$ cat config.mk
export PLATFORM = sky130hd
export DESIGN_NAME = brir_back
export DESIGN_NICKNAME = d
export VERILOG_FILES = /design/src/hdl/brir_pkg.sv /design/src/hdl/brir_back.sv
export VERILOG_INCLUDE_DIRS = /design/src /design/src/hdl
export SDC_FILE = /design/constraint.sdc
export NUM_CORES = 1
export LEC_CHECK = 0
export ABC_AREA = 1
export BUFFER_PORTS_ARGS = -buffer_cell sky130_fd_sc_hd__buf_2
export CAP_MARGIN = 10
export CORE_UTILIZATION = 30
export DETAILED_ROUTE_END_ITERATION = 10
export GPL_TIMING_DRIVEN = 0
export PLACE_DENSITY = 0.63
export SLEW_MARGIN = 20
export SYNTH_ARGS = -nofsm -noshare
export SYNTH_HDL_FRONTEND = slang
export SYNTH_SLANG_ARGS = --single-unit
$ cat constraint.sdc
create_clock -name clk -period 3.7 [get_ports clk]
set_input_delay 0.555 -clock clk [delete_from_list [all_inputs] [get_ports clk]]
set_output_delay 0.555 -clock clk [all_outputs]
set_load 0.01 [all_outputs]
$ cat src/hdl/bmp_row_integer_resize_macros.svh
// ----------------------------------------------------------------------------
// bmp_row_integer_resize assertion macros
// Shared concurrent assertion forms, clocked on clk and held off in reset.
// ----------------------------------------------------------------------------
`ifndef BMP_ROW_INTEGER_RESIZE_MACROS_SVH
`define BMP_ROW_INTEGER_RESIZE_MACROS_SVH

// property must hold at every clock edge out of reset
`define BRIR_ASSERT(lbl, prop, msg) \
  lbl: assert property (@(posedge clk) disable iff (!rst_n) prop) else $error(msg);

// expression must never be true out of reset
`define BRIR_NEVER(lbl, expr, msg) \
  lbl: assert property (@(posedge clk) disable iff (!rst_n) !(expr)) else $error(msg);

`endif

$ cat src/hdl/brir_pkg.sv
// ----------------------------------------------------------------------------
// brir_pkg
// Types and fixed constants of the row resizer: field widths, register
// indexes, item kinds and the command passed from front to back end.
// ----------------------------------------------------------------------------
package brir_pkg;

  localparam int RGB_W       = 24;
  localparam int COLOR_W     = 8;
  localparam int FACTOR_W    = 5;
  localparam int CNT_W       = 4;
  localparam int PAD_W       = 2;
  localparam int WIDTH_W     = 11;
  localparam int CFG_IDX_W   = 2;
  localparam int CFG_DATA_W  = 11;
  localparam int MAX_RESULTS = 16;

  // command queue between front and back end
  localparam int QDEPTH = 4;
  localparam int QAW    = 2;
  localparam int QCW    = 3;

  typedef enum logic [CFG_IDX_W-1:0] {
    REG_SHRINK_MODE  = 2'd0,
    REG_SCALE_FACTOR = 2'd1,
    REG_IN_WIDTH     = 2'd2
  } cfg_reg_t;

  typedef enum logic {
    KIND_PIXEL = 1'b0,
    KIND_TICK  = 1'b1
  } kind_t;

  // one command expands into cnt_m1+1 results
  typedef struct packed {
    logic [RGB_W-1:0] rgb;
    logic [CNT_W-1:0] cnt_m1;
    logic             has_pixel;
    logic [PAD_W-1:0] pad;
    logic             row_end;
  } cmd_t;

endpackage

$ cat src/hdl/brir_back.sv
// ----------------------------------------------------------------------------
// brir_back
// Expands each queued command into its results, one per cycle while the
// consumer keeps popping, through an output register that the consumer pops.
// ----------------------------------------------------------------------------
`include "bmp_row_integer_resize_macros.svh"

module brir_back (
  input  logic                            clk,
  input  logic                            rst_n,
  input  logic                            q_empty,
  input  brir_pkg::cmd_t                  q_head,
  output logic                            q_pop,
  output logic                            empty,
  input  logic                            pop,
  output logic [brir_pkg::COLOR_W-1:0]    out_red,
  output logic [brir_pkg::COLOR_W-1:0]    out_green,
  output logic [brir_pkg::COLOR_W-1:0]    out_blue,
  output logic                            out_has_pixel,
  output logic [brir_pkg::PAD_W-1:0]      out_pad_bytes,
  output logic                            out_row_end,
  output logic                            out_last
);

  logic [brir_pkg::CNT_W-1:0]  k_r;
  logic                        ov_r;
  logic [brir_pkg::RGB_W-1:0]  rgb_r;
  logic                        has_r;
  logic [brir_pkg::PAD_W-1:0]  pad_r;
  logic                        row_end_r;
  logic                        last_r;
  logic                        adv;
  logic                        last_res;

  assign last_res = (k_r == q_head.cnt_m1);
  // output register takes a new result when empty or being drained
  assign adv      = !q_empty && (!ov_r || pop);
  assign q_pop    = adv && last_res;
  assign empty    = !ov_r;

  always_ff @(posedge clk) begin
    if (!rst_n) begin
      k_r  <= '0;
      ov_r <= 1'b0;
    end else begin
      if (adv) begin
        k_r <= last_res ? '0 : k_r + brir_pkg::CNT_W'(1);
      end
      if (adv) begin
        ov_r <= 1'b1;
      end else if (pop) begin
        ov_r <= 1'b0;
      end
    end
  end

  always_ff @(posedge clk) begin
    if (adv) begin
      rgb_r     <= q_head.rgb;
      has_r     <= q_head.has_pixel;
      pad_r     <= last_res ? q_head.pad : '0;
      row_end_r <= last_res && q_head.row_end;
      last_r    <= last_res;
    end
  end

  assign out_red       = rgb_r[23:16];
  assign out_green     = rgb_r[15:8];
  assign out_blue      = rgb_r[7:0];
  assign out_has_pixel = has_r;
  assign out_pad_bytes = pad_r;
  assign out_row_end   = row_end_r;
  assign out_last      = last_r;

  `BRIR_ASSERT(a_k_in_range, !q_empty |-> (k_r <= q_head.cnt_m1), "repeat index past command count")
  `BRIR_ASSERT(a_k_restart, (adv && last_res) |=> (k_r == '0), "repeat index not cleared after command")

endmodule

**Yosys cells after proc, flatten, opt, wreduce, memory -nomap -nowiden**

Index checks and enable logic that the tools add are counted.

- Register bits after elaboration: 34
- Output and inout bits: 31

- Add/subtract/negate cells: 1
- Equal/unequal tests: 1
- Mux-type cells: 3
- Reductions and logical operators: 7

Operators with widths:

| kind | number |
|---|---|
| adder 4 x 1 -> 4 bit (second input constant) | 1 |
| == test 4 bit | 1 |
| two-way mux 4 bit | 1 |
| logical AND 1 bit | 3 |
| zero test 1 bit | 2 |
| two-way mux 1 bit | 2 |
| nonzero test 2 bit | 1 |
| logical OR 1 bit | 1 |

**Depth between registers and ports, before layout**

- Word-level depth: 4
- Mapped depth: 8
- Gate-level depth less buffers: 8

**Least setup slack after synthesis**

No wires, ideal clock.

- Kind: input to output
- Start point: input pop
- End point: output q_pop
- Arrival: 1.348 ns
- Data required time: 3.145 ns
- Setup slack: 1.797 ns
- Cell stages on the path: 6
- Path through: inv_1 -> nand2_1 -> nand2_2 -> inv_2 -> nand3_2 -> inv_1

- Longest elaborated chain between the ends: 3

Ends and longest elaborated chain:

| item | RTL line | source |
|---|---|---|
| from (decl) | brir_back.sv:15 | `input logic pop,` |
| logical OR 1 bit | brir_back.sv:37 | `assign adv = !q_empty && (!ov_r \|\| pop);` |
| logical AND 1 bit | brir_back.sv:37 |  |
| via adv | brir_back.sv:32 | `logic adv;` |
| logical AND 1 bit | brir_back.sv:38 | `assign q_pop = adv && last_res;` |
| to (decl) | brir_back.sv:13 | `output logic q_pop,` |

The timed path passes the listed nets, and every way through them passes these cells.

**Worst setup path after layout**

Ends and elaborated chain as after synthesis.

==> metrics.md <==
| Metric | Value |
|---|---|
| Status | `completed` |
| Fin crit share | `60.5%` |
| Post-synthesis sequential area ratio | `78.1%` |
| Largest net degree at the start of global routing | `33` |
| Crit path time final | `2.24 ns` |
| Crit path from | `pop` |
| CTS Hold Buffers Added | `0` |
| Area added between synthesis and finish | `38.0%` |
| #FFs+latches synth | `34` |
| Most numerous cell in the Yosys netlist | `edfxtp_1` |
| Switching power | `0.000171 W` |
| Share of layout cells above drive strength 1 | `51.2%` |
| Pleak | `0.806 nW` |
| TritonCTS buffer count | `5` |
| Worst skew pair latency | `0.28 ns` |
| Final Non-Filler Cells | `214` |
| GRT overflow | `0` |
| Ant diodes | `0` |
| Logic pwr share | `10.4%` |
| Setup Viol. Count Final | `0` |
| Antenna violations before repair | `1` |
| HPWL after DPL | `1.81 mm` |
| Worst Hold End | `rgb_r[11]` |
| HP Start | `q_head[19]` |
| Worst Path Required | `3.14 ns` |
| I/O pins | `67` |
| Max Cap Viol | `0` |
| Critical path arrival | `1.69 ns` |
| Worst-path maximum fanout | `32` |
| Internal | `0.000610 W` |
| Top_reg_cell synth | `edfxtp_1` |
| Share of flip-flops with an asynchronous set or reset | `0%` |
| Core Util, Final | `42.9%` |
| Sw Ratio | `21.9%` |
| Fmax | `0.446 GHz` |
| Chip Width | `66.4 um` |
| Flop-to-flop setup slack | `2.26 ns` |
| Worst-Margin Slew | `0.639 ns` |
| Startpoint class of the critical path | `input pin` |
| Post-CTS Setup Inserts | `0` |
| First-pass DRT Iterations | `5` |
| H-tree Lvls | `2` |
| Resized cells post-CTS | `0` |
| Slew Viols, Final | `0` |
| Vias in the first global route | `829` |
| Sink Count | `34` |
| Pre-CTS setup slack | `1.41 ns` |
| Routed vias/inst | `4.07` |
| Peak VDD IR | `0.000239 V` |
| Initial core utilization | `31.1%` |
| Routed vias | `870` |
| Commonest cells post-synth | `29 x edfxtp_1, 14 x inv_1, 14 x nand2_1, 8 x nor2_1, 6 x nand2_2` |
| Global-route wire length before repair | `3.47 mm` |
| Die ar. | `4410 um^2` |
| Worst-case reg-to-reg path depth | `6` |
| Synth cell types | `14` |
| Synth area leader | `edfxtp_1` |
| Clock buffer depth | `2` |
| Post-synth EDFFs | `29` |
| FP Rows | `23` |
| Synth top area cells | `edfxtp_1 70%, dfxtp_1 8.0%, inv_1 4.2%, nand2_1 4.2%, nand2_2 3.0%` |
| Slew headroom | `57.4%` |
| Clk pwr share | `32.1%` |
| Syn Inst Count | `90` |
| Inst Count DP | `206` |
| Hold depth | `1` |
| CP Class | `in2out` |
| Clk slew on worst S/H paths | `0.07 ns` |
| DR iter-0 viols | `38` |
| Final hold violations | `0` |
| Synth Cell Area | `1240 um^2` |
| Drt total wl | `2.35 mm` |
| Core area | `4000 um^2` |
| Chip height | `66.4 um` |
| ANT nets after route | `0` |
| # DRC | `0` |
| TritonCTS clock tree | `yes` |
| Seq pwr share | `57.5%` |
| Synth top area share | `70.0%` |
| Post-Syn Nets | `127` |
| Syn Area/Cell | `13.8 um^2` |
| Port bufs | `66` |
| Total track usage | `11.3%` |
| Clk_skew | `0.00522 ns` |
| Crit end category | `output pin` |
| DR WL/cell | `11.0 um` |
| RR Startpoint | `ov_r` |
| Endpoint of the worst-slack reg-to-reg timing path | `k_r[0]` |
| Synth Warn # | `0` |
| Final setup TNS | `0 ns` |
| Pwr/cell area | `455 nW/um^2` |
| GP Congestion | `0.659` |
| Root Buffer | `clkbuf_8` |
| RSZ-0062 raised after global routing | `no` |
| Nets | `200` |
| Design Power | `0.000782 W` |
| Final setup margin | `1.46 ns` |
| Worst Hold Class | `in2reg` |
-- area by class of cell --
cell class                      count  area (um^2)
Fill cell                         398         2280
Sequential cell                    34          971
Multi-Input combinational cell     38          205
Timing Repair Buffer               66          330
Tap cell                           50         62.6
Inverter                           18         67.6
Clock buffer                        8         80.1
-- state kept, by name, summed over array words and instances (netlist names) --
register and flops:
k_r 4, out_has_pixel 1, out_last 1, out_pad_bytes 2
out_row_end 1, ov_r 1, rgb_r 24
-- power by group through the flow --
stage / Clock, W / Sequential [W] / Combinational (W)
6_report: 0.000251 / 0.000450 / 0.0000809
2_1_floorplan: 0 / 0.000468 / 0.0000300
5_1_grt: 0.000283 / 0.000451 / 0.0000910
4_1_cts: 0.000265 / 0.000450 / 0.0000831
3_3_place_gp: 0 / 0.000457 / 0.0000799
3_5_place_dp: 0 / 0.000458 / 0.0000830
-- through the flow --
stage	hold WS (ns)	area, um^2
CTS	0.436	1720
detailed placement	0.514	1640
global placement	0.505	1640
floorplan	0.490	1240
global route	0.424	1720
finish	0.448	1720
-- critical path: stages --
cell and delay (ns):
buf_2 0.07, inv_1 0.03, nand2_1 0.07, nand2_2 0.09, inv_2 0.49, nand3_2 0.17, inv_1 0.08, buf_2 0.12
-- cells in the final DEF (no fill, tap or decap) --
master | synthesis | routed
ha_1 | 1 | 1
inv_1 | 14 | 14
buf_2 | 0 | 66
xor2_1 | 2 | 2
nand3_1 | 2 | 2
nand2_1 | 14 | 14
o21ai_0 | 1 | 1
clkbuf_8 | 0 | 5
inv_2 | 4 | 4
nand3_2 | 1 | 1
dfxtp_1 | 5 | 5
a21boi_0 | 1 | 1
nor2_4 | 2 | 2
nand2_2 | 6 | 6
clkbuf_1 | 0 | 3
edfxtp_1 | 29 | 29
nor2_1 | 8 | 8
-- cell families after synthesis --
kind of cell | synth area share, %
buf+inv | 5.43
compound gates | 1.01
fa+ha+maj | 1.01
flops | 78.1
simple gates | 13.1
xor+xnor | 1.41
-- worst max path at each step --
stage,end,slack [ns],cells past startpoint
2_1_floorplan,q_pop,1.80,6
5_1_grt,q_pop,1.31,8
3_3_place_gp,q_pop,1.46,8
3_5_place_dp,q_pop,1.41,8
6_report,q_pop,1.46,8
4_1_cts,q_pop,1.41,8
-- per-layer routing --
metal | part of all wire [%] | global-route usage (%) | wire, um | vias up
li1 | - | - | - | 435
met1 | 34 | 9.30 | 796 | 390
met2 | 55 | 21.3 | 1300 | 41
met3 | 9.7 | 6.21 | 227 | 4
met4 | 1.1 | 5.59 | 27 | 0
met5 | 0 | 0 | 0 | -
Note: power is estimated with default switching activity, not from simulation.
