$ cat src/hdl/bmp_row_integer_resize_macros.svh
// ----------------------------------------------------------------------------
// bmp_row_integer_resize assertion macros
// Shared concurrent assertion forms, clocked on clk and held off in reset.
// ----------------------------------------------------------------------------
`ifndef BMP_ROW_INTEGER_RESIZE_MACROS_SVH
`define BMP_ROW_INTEGER_RESIZE_MACROS_SVH

// property must hold at every clock edge out of reset
`define BRIR_ASSERT(lbl, prop, msg) \
  lbl: assert property (@(posedge clk) disable iff (!rst_n) prop) else $error(msg);

// expression must never be true out of reset
`define BRIR_NEVER(lbl, expr, msg) \
  lbl: assert property (@(posedge clk) disable iff (!rst_n) !(expr)) else $error(msg);

`endif

$ cat src/hdl/brir_pkg.sv
// ----------------------------------------------------------------------------
// brir_pkg
// Types and fixed constants of the row resizer: field widths, register
// indexes, item kinds and the command passed from front to back end.
// ----------------------------------------------------------------------------
package brir_pkg;

  localparam int RGB_W       = 24;
  localparam int COLOR_W     = 8;
  localparam int FACTOR_W    = 5;
  localparam int CNT_W       = 4;
  localparam int PAD_W       = 2;
  localparam int WIDTH_W     = 11;
  localparam int CFG_IDX_W   = 2;
  localparam int CFG_DATA_W  = 11;
  localparam int MAX_RESULTS = 16;

  // command queue between front and back end
  localparam int QDEPTH = 4;
  localparam int QAW    = 2;
  localparam int QCW    = 3;

  typedef enum logic [CFG_IDX_W-1:0] {
    REG_SHRINK_MODE  = 2'd0,
    REG_SCALE_FACTOR = 2'd1,
    REG_IN_WIDTH     = 2'd2
  } cfg_reg_t;

  typedef enum logic {
    KIND_PIXEL = 1'b0,
    KIND_TICK  = 1'b1
  } kind_t;

  // one command expands into cnt_m1+1 results
  typedef struct packed {
    logic [RGB_W-1:0] rgb;
    logic [CNT_W-1:0] cnt_m1;
    logic             has_pixel;
    logic [PAD_W-1:0] pad;
    logic             row_end;
  } cmd_t;

endpackage

$ cat src/hdl/brir_fifo.sv
// ----------------------------------------------------------------------------
// brir_fifo
// Short command queue that decouples the front end from the back end.
// ----------------------------------------------------------------------------
`include "bmp_row_integer_resize_macros.svh"

module brir_fifo (
  input  logic                      clk,
  input  logic                      rst_n,
  input  logic                      push,
  input  brir_pkg::cmd_t            din,
  input  logic                      pop,
  output brir_pkg::cmd_t            dout,
  output logic                      empty,
  output logic [brir_pkg::QCW-1:0]  count
);

  brir_pkg::cmd_t               mem_r [brir_pkg::QDEPTH];
  logic [brir_pkg::QAW-1:0]     wr_ptr_r;
  logic [brir_pkg::QAW-1:0]     rd_ptr_r;
  logic [brir_pkg::QCW-1:0]     count_r;
  logic                         do_pop;

  assign empty  = (count_r == '0);
  assign count  = count_r;
  assign dout   = mem_r[rd_ptr_r];
  assign do_pop = pop && !empty;

  always_ff @(posedge clk) begin
    if (!rst_n) begin
      wr_ptr_r <= '0;
      rd_ptr_r <= '0;
      count_r  <= '0;
    end else begin
      if (push) begin
        wr_ptr_r <= wr_ptr_r + brir_pkg::QAW'(1);
      end
      if (do_pop) begin
        rd_ptr_r <= rd_ptr_r + brir_pkg::QAW'(1);
      end
      priority if (push && !do_pop) begin
        count_r <= count_r + brir_pkg::QCW'(1);
      end else if (!push && do_pop) begin
        count_r <= count_r - brir_pkg::QCW'(1);
      end else begin
        count_r <= count_r;
      end
    end
  end

  always_ff @(posedge clk) begin
    if (push) begin
      mem_r[wr_ptr_r] <= din;
    end
  end

  `BRIR_NEVER(a_fifo_overflow, push && !do_pop && (count_r == brir_pkg::QCW'(brir_pkg::QDEPTH)), "command queue overflow")

endmodule

$ cat config.mk
export PLATFORM = sky130hd
export DESIGN_NAME = brir_fifo
export DESIGN_NICKNAME = d
export VERILOG_FILES = /design/src/hdl/brir_pkg.sv /design/src/hdl/brir_fifo.sv
export VERILOG_INCLUDE_DIRS = /design/src /design/src/hdl
export SDC_FILE = /design/constraint.sdc
export NUM_CORES = 1
export LEC_CHECK = 0
export ABC_AREA = 1
export BUFFER_PORTS_ARGS = -buffer_cell sky130_fd_sc_hd__clkbuf_2
export CORE_MARGIN = 10
export CORE_UTILIZATION = 40
export DETAILED_ROUTE_END_ITERATION = 8
export GPL_TIMING_DRIVEN = 0
export PLACE_DENSITY = 0.56
export SLEW_MARGIN = 10
export SYNTH_ARGS = -nofsm -noshare
export SYNTH_HDL_FRONTEND = slang
export SYNTH_SLANG_ARGS = --single-unit
$ cat constraint.sdc
create_clock -name clk -period 4.4 [get_ports clk]
set_input_delay 0.44 -clock clk [delete_from_list [all_inputs] [get_ports clk]]
set_output_delay 0.44 -clock clk [all_outputs]
set_load 0.02 [all_outputs]
Word level (Yosys, flattened, before mapping). Memories as Yosys holds them, arrays and structs flattened. A register that Yosys moved wholly into a read port is not among the register bits. Index checks and enable logic that the tools add are counted.

Register bits: 7. Logic and storage cells: 22. Memory bits (writable): 128. Input port bits: 36. Memories: 1. Output and inout bits: 36.

Reductions and logical operators: 8. $add $sub $neg: 4. Muxes and demuxes: 6.

Memories: mem_r (words 4, width 32, rd ports 1, clocked after Yosys merged registers in 1, wr ports 1, RTL line brir_fifo.sv:18) `brir_pkg::cmd_t mem_r [brir_pkg::QDEPTH];`.

Operators by type and width (number): $mux 3 (2); $add 2x1->2 const B (2); $mux 2 (2); $add 3x1->3 const B (1); $logic_and 1x1->1 (3); $logic_not 1->1 (3); $logic_not 3->1 (1); $sub 3x1->3 const B (1); $mux 1 (2); $reduce_bool 2->1 (1).

Longest topological paths before layout. Gate-level depths: netlist of run 1.

Depth in word-level cells: 6. Depth in mapped cells: 12. Mapped depth without buffers: 12.

Worst setup path before layout of run 1. OpenSTA, ideal clock, no wires.

Path type: flip-flop to flip-flop. From: register count_r (netlist bit count[0]). To: register count_r (netlist bit count[1]). Cell stages (with the launch flop): 9. Period minus slack after synthesis: 1.720 ns. Required time: 4.284 ns. Arrival time: 1.604 ns. Path buffers: 0. Setup slack: 2.680 ns. Setup time: 0.116 ns. Path through: dfxtp_1 nor2_1 nand2_1 nand2_1 ha_1 inv_1 fa_1 o21ai_0 nor2_1.

Cells in the longest elaborated chain, start to end: 6. Elaborated cells on any way between the ends: 11. Classes of those cells: add/sub: 2; mux: 2; reduce/logical: 7.

Ends and longest elaborated chain: start, declared (RTL line brir_fifo.sv:21) `logic [brir_pkg::QCW-1:0] count_r;`; start signal, assigned (RTL line brir_fifo.sv:42) `count_r <= count_r + brir_pkg::QCW'(1);`; start signal, assigned (RTL line brir_fifo.sv:44) `count_r <= count_r - brir_pkg::QCW'(1);`; start signal, assigned (RTL line brir_fifo.sv:46) `count_r <= count_r;`; parallel branches: the longest is 6 deep, another holds $sub 3x1->3.

Several ways; the timed one is not identified. The select of a mux whose other input is x is not followed. A chain may end at the register's enable or synchronous reset.

==> results of run 1 <==
-- metal layers --
metal	vias to the layer above	track usage (%)
met1	1519	16.2
met3	13	4.52
met2	89	21.7
met4	0	4.90
li1	1558	-
met5	-	0
-- layout make-up --
| cell class | instances | area (um^2) |
|---|---|---|
| Multi-Input combinational cell | 199 | 986 |
| Clock buffer | 19 | 433 |
| Clock inverter | 13 | 110 |
| Timing Repair Buffer | 73 | 410 |
| Sequential cell | 137 | 4020 |
| Inverter | 17 | 71.3 |
| Fill cell | 1170 | 6310 |
| Buffer | 19 | 158 |
| Tap cell | 172 | 215 |
-- synth_stat cells --
| cell | n |
|---|---|
| inv_8 | 1 |
| buf_4 | 3 |
| edfxtp_1 | 128 |
| nor2_1 | 70 |
| o21ai_1 | 28 |
| o22ai_1 | 32 |
| buf_6 | 9 |
| clkbuf_1 | 1 |
| dfxtp_1 | 9 |
| inv_1 | 15 |
| o21ai_0 | 39 |
| fa_1 | 1 |
| buf_2 | 6 |
| xor2_1 | 1 |
| ha_1 | 5 |
| a21oi_1 | 5 |
| nand2_1 | 15 |
| inv_2 | 1 |
| nand3_1 | 3 |
-- worst reg2reg max path: cells and delay by family, from the launching register on --
family / cells / cell delay (ps)
adder cells (fa/ha/maj): 2 / 570
flip-flops: 1 / 360
AND/OR/NAND/NOR: 8 / 640
buffers and inverters: 2 / 130
-- final timing paths --
check | startpoint | end | cells past startpoint
worst max-delay path | flip-flop | dout[7] | 4
worst max register to register | count[0]$_SDFFE_PN0P_ | count[2]$_SDFFE_PN0P_ | 12
worst min register to register | rd_ptr_r[0]$_SDFFE_PN0P_ | rd_ptr_r[0]$_SDFFE_PN0P_ | 2
worst min-delay path | din[2] | mem_r[3][2]$_DFFE_PP_ | 1
-- metrics by stage --
step,util (%),hold slack [ps]
global route,50.4,232
detailed placement,46.1,499
global placement,45.7,489
finish,50.4,247
floorplan,-,465
CTS,50.4,228
-- registers in the layout, summed over array words and instances (netlist names), named ones only --
signal	flops
count	3
mem_r	128
wr_ptr_r	2
rd_ptr_r	2
-- cell families after synthesis --
| family | count (synthesis) | share of synthesized area [%] |
|---|---|---|
| flip-flops | 137 | 76.8 |
| buffers and inverters | 36 | 4.37 |
| AO/OA/AOI/OAI | 104 | 10.7 |
| XOR/XNOR | 1 | 0.167 |
| adder cells (fa/ha/maj) | 6 | 1.58 |
| AND/OR/NAND/NOR | 88 | 6.38 |
-- report_power, final --
part / total, mW / leakage [nW] / switching [mW] / internal, mW
Combinational: 0.961 / 0.856 / 0.644 / 0.317
Sequential: 1.54 / 1.25 / 0.0323 / 1.50
Clock: 1.30 / 0.265 / 0.488 / 0.815
==> results.sh, run 1 <==
export IMPL_synth_area_per_cell_um2=14.1
export IMPL_final_max_slew_viol_count=0
export IMPL_synth_cells=372
export IMPL_fmax_ghz=0.445
export IMPL_cts_tree="built"
export IMPL_fp_dieArea_mm2=0.0181
export IMPL_rsz0062_at_grt="false"
export IMPL_crit_required_ps=3960
export IMPL_setup_tns_final_ps=0
export IMPL_antenna_found_initial=0
export IMPL_clockBufferDepth=2
export IMPL_gr_usage_all_layers_pct=13.4
export IMPL_top_layer_used="met4"
export IMPL_grt_first_pass_wirelength_um=18300
export IMPL_drc_errors=0
export IMPL_setup_ws_ps=2150
export IMPL_syn_cell_area_mm2=0.00524
export IMPL_worst_pin_slew_ps=833
export IMPL_power_density_mw_per_mm2=593
export IMPL_grt_max_degree=33
export IMPL_cp_max_fo=10
export IMPL_rows=41
export IMPL_dr_wl_met2_um=5740
export IMPL_grt_pass1_vias=3392
export IMPL_drt_iter0_drc=212
export IMPL_synth_nets=414
export IMPL_numCtsBuffers=17
export IMPL_outcome="finished, final reports clean"
export IMPL_drive_gt1_share_pct=25.4
export IMPL_end_kind="output port"
export IMPL_clk_latency_ps=410
export IMPL_stdcell_area_mm2=0.00641
export IMPL_finalCriticalPeriod_ps=2250
export IMPL_gp_congestion=0.714
export IMPL_cts_root_buf="clkbuf_16"
export IMPL_ff2ff_setup_slack_ps=2580
export IMPL_via_per_inst=4.90
export IMPL_synthDistinctLibCells=19
export IMPL_syn2layout_area_growth_pct=22.3
export IMPL_coreArea_mm2=0.0127
export IMPL_nets=506
export IMPL_ctsHoldBuffers=0
export IMPL_finalCritPeriodShare_pct=51.0
export IMPL_place_ws_ps=2570
export IMPL_arrival_ps=1810
export IMPL_crit_chain="buf_2 -> o21ai_0 -> o22ai_1 -> clkbuf_2"
export IMPL_relSlewSlack_pct=44.5
export IMPL_die_w_um=134
export IMPL_synth_top_cell_area_share_pct=73.4
export IMPL_finalHoldViolations=0
export IMPL_wl_per_cell_um=17.9
export IMPL_setup_viol=0
export IMPL_wirelength_um=11600
export IMPL_dr_wl_met3_um=588
export IMPL_path_class="reg2out"
export IMPL_fin_skew_ps=9.21
export IMPL_dp_hpwl_um=7230
export IMPL_path_buf_inv=2
export IMPL_htree_levels=4
export IMPL_ys_seq_elements=137
export IMPL_post_cts_setup_buffer_count=0
export IMPL_fin_cells=649
export IMPL_drv_cap=0
export IMPL_num_io_pins=72
export IMPL_dp_cells=617
export IMPL_yosysWarnings=0
export IMPL_slowest_stage="dfxtp_1"
export IMPL_die_height_um=134
export IMPL_design_power_total_mw=3.80
export IMPL_num_vias=3179
export IMPL_overflow=0
export IMPL_postPlaceCellArea_mm2=0.00586
export IMPL_hp_class="in2reg"
export IMPL_yosys_area_top_type="edfxtp_1"
export IMPL_synth_seq_area_share_pct=76.8
export IMPL_postRouteAntennaNets=0
export IMPL_post_cts_resized=0
export IMPL_p_leak_nw=2.37
export IMPL_critPathLaunchType="flip-flop"
export IMPL_clk_pin_slew_ps=50
export IMPL_layout_common_cells="edfxtp_1, clkbuf_2, nor2_1, o21ai_0, o22ai_1"
export IMPL_wl_met1_um=5160
export IMPL_synthTopCellsByArea="edfxtp_1, nor2_1, o22ai_1"
export IMPL_start_util_pct=41.2
export IMPL_dr_pass1_iters=5
export IMPL_peakVddDrop_uv=216
export IMPL_max_stage_delay_ps=440
export IMPL_cts_sinks=137
export IMPL_final_common_cell="edfxtp_1"
export IMPL_cp_top_family="buffers and inverters"
export IMPL_num_antenna_cells=0
export IMPL_portBuffers=71
No activity file was read; power rests on OpenSTA's default activity.
==> run 2: changes to the inputs <==
Settings changed: PLACE_DENSITY 0.56 to 0.58.
Clock period 4.4 ns to 1.8 ns, I/O delays scaled along.
==> results.sh, run 2 (synthesis gave the netlist of run 1 again) <==
export IMPL_outcome="finished, final reports clean"
export IMPL_grt_max_degree=33
export IMPL_setup_tns_final_ps=0
export IMPL_wirelength_um=12100
export IMPL_final_seq_area_mm2=0.00403
export IMPL_numCtsBuffers=17
export IMPL_critPathLaunchType="flip-flop"
export IMPL_arrival_ps=1570
export IMPL_dr_pass1_iters=4
export IMPL_cts_root_buf="clkbuf_16"
export IMPL_gr_usage_all_layers_pct=13.4
export IMPL_syn2layout_area_growth_pct=32.8
export IMPL_rsz0062_at_grt="true"
export IMPL_regMostFlops="mem_r"
export IMPL_fillers=1122
export IMPL_reg2reg_depth=12
export IMPL_start_util_pct=41.2
export IMPL_worst_pin_slew_ps=844
export IMPL_finalCriticalPeriod_ps=1750
export IMPL_end_kind="output port"
export IMPL_antenna_found_initial=0
export IMPL_nets=544
export IMPL_cp_max_fo=10
export IMPL_via_per_inst=4.86
export IMPL_power_density_mw_per_mm2=1410
export IMPL_clockBufferDepth=2
export IMPL_die_height_um=134
export IMPL_fp_dieArea_mm2=0.0181
export IMPL_reg2reg_to="count[2]$_SDFFE_PN0P_"
export IMPL_drt_iter0_drc=243
export IMPL_max_stage_delay_ps=350
export IMPL_crit_chain="buf_8 -> inv_6 -> buf_6 -> nor2_1 -> o22ai_1 -> clkbuf_2"
export IMPL_final_max_slew_viol_count=0
export IMPL_wl_per_cell_um=17.6
export IMPL_die_w_um=134
export IMPL_place_ws_ps=18.7
export IMPL_path_buf_inv=4
export IMPL_coreArea_mm2=0.0127
export IMPL_rows=41
export IMPL_peakVddDrop_uv=804
export IMPL_path_class="reg2out"
export IMPL_whs_ps=49.0
export IMPL_drive_gt1_share_pct=27.6
export IMPL_setup_ws_ps=54.9
export IMPL_final_util_pct=54.7
export IMPL_stdcell_area_mm2=0.00696
export IMPL_postRouteAntennaNets=0
export IMPL_slowest_stage="dfxtp_4"
export IMPL_portBuffers=71
export IMPL_setup_viol=0
export IMPL_largest_register_ff_count=128
export IMPL_htree_levels=4
export IMPL_p_leak_nw=2.59
export IMPL_num_vias=3332
export IMPL_r2r_start="count[1]$_SDFFE_PN0P_"
export IMPL_cts_sinks=137
export IMPL_clk_latency_ps=410
export IMPL_clk_pin_slew_ps=60
export IMPL_hp_class="in2reg"
export IMPL_multi_input_area_mm2=0.00102
export IMPL_worst_path_stages=6
export IMPL_grt_pass1_vias=3365
export IMPL_cts_tree="built"
export IMPL_grt_first_pass_wirelength_um=18400
export IMPL_ff2ff_setup_slack_ps=110
export IMPL_finalHoldViolations=0
export IMPL_final_common_cell="edfxtp_1"
export IMPL_fin_skew_ps=13.2
export IMPL_overflow=0
export IMPL_finalCritPeriodShare_pct=97.0
export IMPL_fmax_ghz=0.573
export IMPL_dp_hpwl_um=7370
export IMPL_cp_top_family="buffers and inverters"
export IMPL_crit_required_ps=1620
export IMPL_num_io_pins=72
export IMPL_endpoint="dout[16]"
export IMPL_drv_cap=0
export IMPL_gp_congestion=0.698
export IMPL_postPlaceCellArea_mm2=0.00589
export IMPL_drc_errors=0
export IMPL_num_antenna_cells=0
export IMPL_layout_common_cells="edfxtp_1, nor2_1, clkbuf_2, o21ai_0, dlygate4sd3_1"
export IMPL_relSlewSlack_pct=43.7
[run 2: through the flow]
| stage | power [mW] | std cells |
|---|---|---|
| final | 9.78 | 686 |
| after global routing | 10.3 | 686 |
| after CTS | 9.65 | 681 |
| after detailed placement | 6.23 | 618 |
| after global placement | 6.18 | 615 |
| after floorplan | 5.35 | 372 |
[run 2: where the power goes]
group | total (mW) | switching, mW | internal [mW]
combinational | 2.69 | 1.66 | 1.04
sequential | 3.78 | 0.0918 | 3.68
clock | 3.31 | 1.19 | 2.13
[run 2: how the worst min path moves through the flow]
stage | start | to | slack, ps | depth (start not counted)
final | rst_n | count[2]$_SDFFE_PN0P_ | 50 | 3
after global routing | rst_n | count[2]$_SDFFE_PN0P_ | 60 | 3
after CTS | rst_n | count[2]$_SDFFE_PN0P_ | 30 | 3
after floorplan | din[0] | mem_r[0][0]$_DFFE_PP_ | 280 | 0
after detailed placement | din[8] | mem_r[0][8]$_DFFE_PP_ | 400 | 1
after global placement | din[8] | mem_r[0][8]$_DFFE_PP_ | 400 | 1
[run 2: layer usage]
layer | wire, um | GRT usage [%] | part of all wire (%)
met2 | 6160 | 22.2 | 51
met1 | 5070 | 15.6 | 42
met3 | 751 | 4.93 | 6.2
met4 | 79 | 5.14 | 0.65
met5 | 0 | 0 | 0
[run 2: area by class of cell]
cell class                 count  share of cell area [%]
sequential                   137                    57.9
multi-input combinational    199                    14.7
timing repair buffer         110                    12.1
clock buffer                  18                    6.17
tap                          172                    3.09
buffer                        19                    2.77
clock inverter                13                    1.94
inverter                      17                    1.10
timing repair inverter         1                   0.126
[run 2: worst register-to-register path: stages, from the launching register on]
cell and delay, ps:
dfxtp_2 340, nor2_2 130, nand2_2 90, nand2_2 90, ha_2 170, inv_1 60
fa_2 340, inv_1 70, nand2_1 40, nand3_1 90, nand2_1 70, nand2_1 60
nor2_1 40
[run 2: repair_timing]
action / 4_1_cts / 5_1_grt
endpoints found under the setup margin: 23 / 33
buffers inserted: 0 / 2
endpoints found under the hold margin: 125 / 0
gates resized for setup: 10 / 51
gates cloned: 0 / 3
hold buffers: 32 / 0
pin swaps: 1 / 5
